**src/assert_macros.svh**
```systemverilog
// assertion macros shared by the rotation warp rtl
// expects signals named clock and reset in the including module
`ifndef ASSERT_MACROS_SVH
`define ASSERT_MACROS_SVH

// generic clocked check, off while reset is high
`define RWN_ASSERT_CLK(lbl, prop) \
   lbl: assert property (@(posedge clock) disable iff (reset) prop) \
      else $error("%m: check failed");

// a stage that is stalled keeps its valid
`define RWN_HOLD(lbl, vld, rdy) \
   `RWN_ASSERT_CLK(lbl, vld && !rdy |=> vld)

`endif

```
**src/rwn_pkg.sv**
```systemverilog
// shared constants, types and helpers of the rotation warp block
// no dependencies; used by every rwn module
package rwn_pkg;

   localparam int MAX_WIDTH      = 512;
   localparam int MAX_HEIGHT     = 512;
   localparam int COEF_FRAC_BITS = 14;

   localparam int CW    = 9;                       // coordinate port width
   localparam int XW    = $clog2(MAX_WIDTH);
   localparam int YW    = $clog2(MAX_HEIGHT);
   localparam int AW    = XW + YW;                 // frame store address
   localparam int DEPTH = MAX_WIDTH * MAX_HEIGHT;
   localparam int SW    = 10;                      // frame size register width
   localparam int PIXW  = 24;
   localparam int ROWW  = 48;
   localparam int COEFW = 16;
   localparam int DW    = CW + 2;                  // doubled centered coordinate
   localparam int PW    = COEFW + DW;              // one coefficient product
   localparam int NW    = PW + 2;                  // row sum
   localparam int MW    = NW + SW + 1;             // row sum times width
   localparam int QB    = ((XW > YW) ? XW : YW) + 1; // quotient bits
   localparam int SXW   = ((QB > SW) ? QB : SW) + 2; // signed source coordinate
   localparam int DEN_SCALE = 1000;
   localparam int CSR_IW    = 3;

   typedef enum logic [CSR_IW-1:0] {
      CSR_ROT_X  = 3'd0,
      CSR_ROT_Y  = 3'd1,
      CSR_ROT_Z  = 3'd2,
      CSR_WIDTH  = 3'd3,
      CSR_HEIGHT = 3'd4,
      CSR_BYPASS = 3'd5
   } csr_index_type;

   localparam logic FUNC_WRITE = 1'b0;
   localparam logic FUNC_READ  = 1'b1;

   localparam logic [ROWW-1:0] ROT_X_RESET = 48'd16384;
   localparam logic [ROWW-1:0] ROT_Y_RESET = 48'd1073741824;
   localparam logic [ROWW-1:0] ROT_Z_RESET = 48'd70368744177664;
   localparam logic [SW-1:0]   SIZE_RESET  = 10'd512;

   typedef struct packed {
      logic [ROWW-1:0] row_x;
      logic [ROWW-1:0] row_y;
      logic [ROWW-1:0] row_z;
      logic [SW-1:0]   width;
      logic [SW-1:0]   height;
      logic            bypass;
   } cfg_type;

   // per-request sideband carried along the arithmetic pipeline
   typedef struct packed {
      logic            is_read;
      logic [PIXW-1:0] pix;
      logic [AW-1:0]   addr;     // write address or unwarped read address
      logic            direct;   // addr is final, no warp
      logic            black;
      logic [CW-1:0]   cx;
      logic [CW-1:0]   cy;
      logic [SW-1:0]   w;
      logic [SW-1:0]   h;
      logic            negx;
      logic            negy;
   } side_type;

   function automatic logic signed [COEFW-1:0] coef_of(input logic [ROWW-1:0] row,
                                                       input int k);
      coef_of = $signed(row[COEFW*k +: COEFW]);
   endfunction

endpackage

```
**src/rwn_div.sv**
```systemverilog
// pipelined restoring divider, one quotient bit per stage, two lanes
// sharing one divisor; uses rwn_pkg
module rwn_div (
   input  logic                   clock,
   input  logic                   reset,
   input  logic                   in_valid,
   output logic                   in_ready,
   input  logic [rwn_pkg::MW-1:0] in_mag_x,
   input  logic [rwn_pkg::MW-1:0] in_mag_y,
   input  logic [rwn_pkg::NW-1:0] in_den,
   input  rwn_pkg::side_type      in_side,
   output logic                   out_valid,
   input  logic                   out_ready,
   output logic [rwn_pkg::QB-1:0] q_x,
   output logic [rwn_pkg::QB-1:0] q_y,
   output rwn_pkg::side_type      out_side
);
   import rwn_pkg::*;

   logic [QB-1:0] v_ff;
   logic [QB-1:0] en;

   logic [MW-1:0] rx_ff [QB];
   logic [MW-1:0] ry_ff [QB];
   logic [QB-1:0] qx_ff [QB];
   logic [QB-1:0] qy_ff [QB];
   logic [NW-1:0] d_ff  [QB];
   side_type      sd_ff [QB];

   logic [MW-1:0] srx [QB];
   logic [MW-1:0] sry [QB];
   logic [QB-1:0] sqx [QB];
   logic [QB-1:0] sqy [QB];
   logic [NW-1:0] sd  [QB];
   logic [MW-1:0] rx_in [QB];
   logic [MW-1:0] ry_in [QB];
   logic [QB-1:0] qx_in [QB];
   logic [QB-1:0] qy_in [QB];
   logic [MW:0]   trial [QB];
   logic          gex, gey;

   always_comb begin
      en[QB-1] = !v_ff[QB-1] || out_ready;
      for (int k = QB-2; k >= 0; k--) begin
         en[k] = !v_ff[k] || en[k+1];
      end
   end
   assign in_ready = en[0];

   always_comb begin
      srx[0] = in_mag_x;
      sry[0] = in_mag_y;
      sqx[0] = '0;
      sqy[0] = '0;
      sd[0]  = in_den;
      for (int k = 1; k < QB; k++) begin
         srx[k] = rx_ff[k-1];
         sry[k] = ry_ff[k-1];
         sqx[k] = qx_ff[k-1];
         sqy[k] = qy_ff[k-1];
         sd[k]  = d_ff[k-1];
      end
      for (int k = 0; k < QB; k++) begin
         // stage k resolves quotient bit QB-1-k
         trial[k] = {{(MW+1-NW){1'b0}}, sd[k]} << (QB-1-k);
         gex = {1'b0, srx[k]} >= trial[k];
         gey = {1'b0, sry[k]} >= trial[k];
         rx_in[k] = gex ? (srx[k] - trial[k][MW-1:0]) : srx[k];
         ry_in[k] = gey ? (sry[k] - trial[k][MW-1:0]) : sry[k];
         qx_in[k] = sqx[k];
         qy_in[k] = sqy[k];
         qx_in[k][QB-1-k] = gex;
         qy_in[k][QB-1-k] = gey;
      end
   end

   always_ff @(posedge clock) begin
      if (reset) begin
         v_ff <= '0;
      end else begin
         v_ff[0] <= en[0] ? in_valid : v_ff[0];
         for (int k = 1; k < QB; k++) begin
            if (en[k]) begin
               v_ff[k] <= v_ff[k-1];
            end
         end
      end
   end

   always_ff @(posedge clock) begin
      for (int k = 0; k < QB; k++) begin
         if (en[k]) begin
            rx_ff[k] <= rx_in[k];
            ry_ff[k] <= ry_in[k];
            qx_ff[k] <= qx_in[k];
            qy_ff[k] <= qy_in[k];
            d_ff[k]  <= sd[k];
            sd_ff[k] <= (k == 0) ? in_side : sd_ff[(k == 0) ? 0 : k-1];
         end
      end
   end

   assign out_valid = v_ff[QB-1];
   assign q_x = qx_ff[QB-1];
   assign q_y = qy_ff[QB-1];
   assign out_side = sd_ff[QB-1];

endmodule

```
**config.mk**
```make
export PLATFORM = sky130hd
export DESIGN_NAME = rwn_div
export DESIGN_NICKNAME = d
export VERILOG_FILES = /design/src/assert_macros.svh /design/src/rwn_pkg.sv /design/src/rwn_div.sv
export SDC_FILE = /design/constraint.sdc
export NUM_CORES = 2
export LEC_CHECK = 0
export BUFFER_PORTS_ARGS = -buffer_cell sky130_fd_sc_hd__buf_2
export CAP_MARGIN = 5
export CORE_MARGIN = 2
export CORE_UTILIZATION = 55
export CTS_CLUSTER_DIAMETER = 150
export DETAILED_ROUTE_END_ITERATION = 7
export PLACE_DENSITY = 0.72
export SLEW_MARGIN = 15
export SYNTH_ARGS = -nofsm -noshare
export SYNTH_HDL_FRONTEND = slang
export SYNTH_SLANG_ARGS = --single-unit
```
**constraint.sdc**
```tcl
create_clock -name clock -period 53.5 [get_ports clock]
set_input_delay 10.7 -clock clock [delete_from_list [all_inputs] [get_ports clock]]
set_output_delay 10.7 -clock clock [all_outputs]
set_load 0.1 [all_outputs]
```
Word-level counts from Yosys, hierarchy flattened
Memory sizes are Yosys's and may differ from the RTL's. Index checks and enable logic that the tools add are counted.

Register bits after elaboration: 10. Latch bits: 0. Memory bits (writable): 2140. Bits in read-only memories: 0. Output and inout port bits: 107. Word-level logic and storage cells: 116. Memories: 6.

Add/subtract/negate cells: 20. $mul: 0. Div/mod/pow operators: 0. Order comparisons: 20. Equality and inequality tests: 0. Shifts and indexed selects: 0. Multiplexer cells: 40. Bitwise operators: 0. Reductions and logical operators: 20.

Memories: sd_ff (words 10, width 85, rd ports 10, clocked after Yosys merged registers in 0, wr ports 10, RTL line rwn_div.sv:28) `side_type sd_ff [QB];`; rx_ff (words 10, width 40, rd ports 9, clocked after Yosys merged registers in 0, wr ports 10, RTL line rwn_div.sv:23) `logic [MW-1:0] rx_ff [QB];`; ry_ff (words 10, width 40, rd ports 9, clocked after Yosys merged registers in 0, wr ports 10, RTL line rwn_div.sv:24) `logic [MW-1:0] ry_ff [QB];`; d_ff (words 10, width 29, rd ports 9, clocked after Yosys merged registers in 0, wr ports 10, RTL line rwn_div.sv:27) `logic [NW-1:0] d_ff [QB];`; qx_ff (words 10, width 10, rd ports 10, clocked after Yosys merged registers in 0, wr ports 10, RTL line rwn_div.sv:25) `logic [QB-1:0] qx_ff [QB];`; qy_ff (words 10, width 10, rd ports 10, clocked after Yosys merged registers in 0, wr ports 10, RTL line rwn_div.sv:26) `logic [QB-1:0] qy_ff [QB];`.

Operators by type and width (number): $mux W40 (20); $ge A40 B29 Y1 (2); $ge A40 B30 Y1 (2); $ge A40 B31 Y1 (2); $ge A40 B32 Y1 (2); $ge A40 B33 Y1 (2); $ge A40 B34 Y1 (2); $ge A40 B35 Y1 (2); $ge A40 B36 Y1 (2); $ge A40 B37 Y1 (2); $ge A40 B38 Y1 (2); $sub A40 B29 Y40 (2); $sub A40 B30 Y40 (2); $sub A40 B31 Y40 (2); $sub A40 B32 Y40 (2); $sub A40 B33 Y40 (2); $sub A40 B34 Y40 (2); $sub A40 B35 Y40 (2); $sub A40 B36 Y40 (2); $sub A40 B37 Y40 (2); $sub A40 B38 Y40 (2); $mux W1 (20); $logic_not A1 Y1 (10); $logic_or A1 B1 Y1 (10).

Longest topological paths before layout
Depth in word-level cells: 13. Mapped depth: 16.

Least setup slack after synthesis
Ideal clock, no wire load.

Path type: input to output. Start: in out_ready. End: out in_ready. Arrival time: 24.557 ns. Setup slack: 18.243 ns. Stages on the path: 6. Buffers on the path: 0. Cell sequence: nor2b_1 > and3_1 > and2_1 > nand3_1 > nor2_1 > nand4_1.

Longest elaborated chain between the ends: 10.

Ends and longest elaborated chain: from (decl) (RTL line rwn_div.sv:13) `input logic out_ready,`; $logic_or A1 B1 Y1 (RTL line rwn_div.sv:43) `en[QB-1] = !v_ff[QB-1] || out_ready;`; $logic_or A1 B1 Y1 (5 in series) (RTL line rwn_div.sv:45) `en[k] = !v_ff[k] || en[k+1];`; via en[4] (RTL line rwn_div.sv:21) `logic [QB-1:0] en;`; $logic_or A1 B1 Y1 (4 in series) (RTL line rwn_div.sv:45); to (decl) (RTL line rwn_div.sv:7) `output logic in_ready,`.

The timed path passes the listed nets, and every way through them passes these cells.

Worst setup path after layout
Ends and elaborated chain as after synthesis.

==> results.toml <==
[clock_network]
numCtsBuffers = 195
clock_latency_ns = 0.88
cts.path.max_buffers = 3
clk_pin_slew_ns = 0.07
cts_resized = 0
cts.sinks = 1951
tritoncts = "yes"
ctsHoldBuffers = 0
root_buffer = "clkbuf_16"
cts_max_level = 4
post_cts_buffers = 0

[finish]
fillers = 13300
nNetsFinal = 8784
area_delta_synth_final_pct = 11.4
final_common_cell = "edfxtp_1"
layout_common_cells = "1941 x edfxtp_1, 650 x a21oi_1, 580 x nand2_1, 580 x ha_1, 502 x o21ai_0"
drive_gt1_share_pct = 9.81
final_core_util_pct = 61.7

[power]
vdd_drop_max_mv = 0.0360
p_leak_nw = 42.3
p_per_area_nw_per_um2 = 54.6

[sta]
report.final.slew_viol_count = 0
clock_skew_ns = 0.0813
finalHoldViolations = 0
max_clock_freq_mhz = 39.6
setup_violations = 0
rsz0062_at_grt = "no"
worst_slew_pin_slew_ns = 1.17
maxSlewHeadroom_pct = 21.9
finalCriticalPeriod_ns = 25.26
finalCritPeriodShare_pct = 47.2
timing.setup.tns_ns = 0

[floorplanning]
num_rows = 152
start_util_pct = 55.4
die_w_um = 420
die_area_um2 = 177000
fp.dieH_um = 420
core_area_um2 = 172000
io_pins = 305

[detailed_routing]
drc = 0
vias = 59500
dr.pass1.iters = 6
final_antenna_net_count = 0
viasPerCell = 5.68
wirelength_mm = 227
drt_iter0_markers = 3908
wire_per_inst_um = 21.7

[synthesis]
ys_async_sr_fraction_pct = 0
netlist_instances = 7598
ys_seq_elements = 1951
synth.avg_cell_area_um2 = 12.5
syn-num-nets = 8394
ys_seq_area_share_pct = 61.4
yosys.cell_types.count = 97
yosys_most_used_dff = "edfxtp_1"
synth_edf_count = 1941
ys_warn_count = 0
syn_area_um2 = 95300

[setup_path]
cp_cell_sequence = "buf_2 -> nor2b_1 -> and3_1 -> and2_1 -> nand3_4 -> nor2_1 -> nand4_1 -> buf_2"
end_kind = "output port"
arrival_ns = 14.56
crit_family = "simple AND/OR/NAND/NOR gates"
cp_common_cell = "buf_2"
crit_type = "primary input to output port"
slowest_stage = "nor2_1"
critPathBufInv = 2
critPathRequiredTime_ns = 42.80
slowest_delay_ns = 0.92
cp_max_fo = 58
start_kind = "primary input"

[placed_design]
portBuffers = 304
hpwl_mm = 170
place_congestion = 0.951

[min_path]
min_path_type = "flip-flop to flip-flop"

[global_route]
grt_max_degree = 150
grt_pass1_wl_mm = 345
antenna_found_initial = 1
track_usage_pct = 25.7
grt_remaining_overflow = 0
grt_pass1_vias = 60600

[outcome]
status = "finished clean"

[flow_run]
drv_cap = 0
==> flip-flops by register name, indices dropped and copies added, names as in the netlist <==
signal and count:
ry_ff 360, v_ff 10, qy_ff 55, qx_ff 55, sd_ff 850, rx_ff 360, d_ff 261
==> Yosys cell counts (all sizes together) (86+ instances only) <==
master	instances	share of area (%)
mux2	86	1.0
clkbuf	126	0.50
edfxtp	1941	61
xor2	235	2.2
nor3	95	0.50
a21oi	654	3.4
nand3	102	0.54
nor2	461	1.8
inv	460	1.8
nand2	583	2.3
ha	580	7.6
o21ai	514	2.7
xnor2	303	2.8
nand4	86	0.56
a21o	303	2.4
==> through the flow <==
step           hold slack (ns)  cell area (um2)  power [mW]  cells  setup WS (ns)
4_1_cts                  0.385           106000        5.81  10500          28.18
6_report                 0.377           106000        5.80  10500          28.24
2_1_floorplan            0.400            95300        3.85   7598          18.24
3_5_place_dp             0.405            99700        4.44  10100          28.22
3_3_place_gp             0.400            99700        4.41  10100          28.37
5_1_grt                  0.381           106000        6.14  10500          27.89
==> power by group <==
part	switching [mW]	total, mW	internal (mW)
registers	0.202	2.33	2.12
clock network	0.580	1.35	0.770
logic	1.24	2.12	0.885
total	2.02	5.80	3.78
==> cell families after synthesis <==
family | synth area share (%)
buf+inv | 2.50
compound gates | 12.9
simple gates | 9.17
fa+ha+maj | 7.99
flops | 61.4
xor+xnor | 4.94
mux | 1.15
==> metal layers <==
| metal | global-route usage (%) | vias up | wire, um |
|---|---|---|---|
| met1 | 30.9 | 28300 | 92600 |
| met2 | 46.1 | 1517 | 116000 |
| met4 | 11.3 | 0 | 10600 |
| li1 | - | 29200 | - |
| met3 | 3.15 | 421 | 7990 |
| met5 | 0 | - | 0 |
==> worst register-to-register path, cell delays in order (launching register included) <==
cell and delay (ns):
dfxtp_1 0.31, nor2b_1 0.49, and3_1 0.39, and2_1 0.45
nand3_4 0.65, nor2_1 0.93, nand3_4 0.57, buf_4 0.55
buf_4 0.46, buf_4 0.59
==> layout make-up <==
type | count | area, um2 | area share (%)
flip-flops and latches | 1951 | 58500 | 55.1
multi-input cells | 5022 | 34600 | 32.6
clock buffers | 242 | 5100 | 4.80
well taps | 2310 | 2890 | 2.72
repair buffers | 357 | 1980 | 1.87
inverters | 461 | 1760 | 1.65
clock inverters | 115 | 1350 | 1.27
diodes | 2 | 5.00 | 0.00472
==> final timing paths <==
check,from,to,slack [ns],cells after the start
hold / removal,qy_ff[6][4]$_DFFE_PP_,qy_ff[7][4]$_DFFE_PP_,0.38,0
setup reg to reg,v_ff[9]$_SDFFE_PP0P_,sd_ff[1][23]$_DFFE_PP_,47.67,9
setup / recovery,out_ready,in_ready,28.24,8
hold reg to reg,qy_ff[6][4]$_DFFE_PP_,qy_ff[7][4]$_DFFE_PP_,0.38,0
Note: power is estimated with default switching activity, not from simulation.
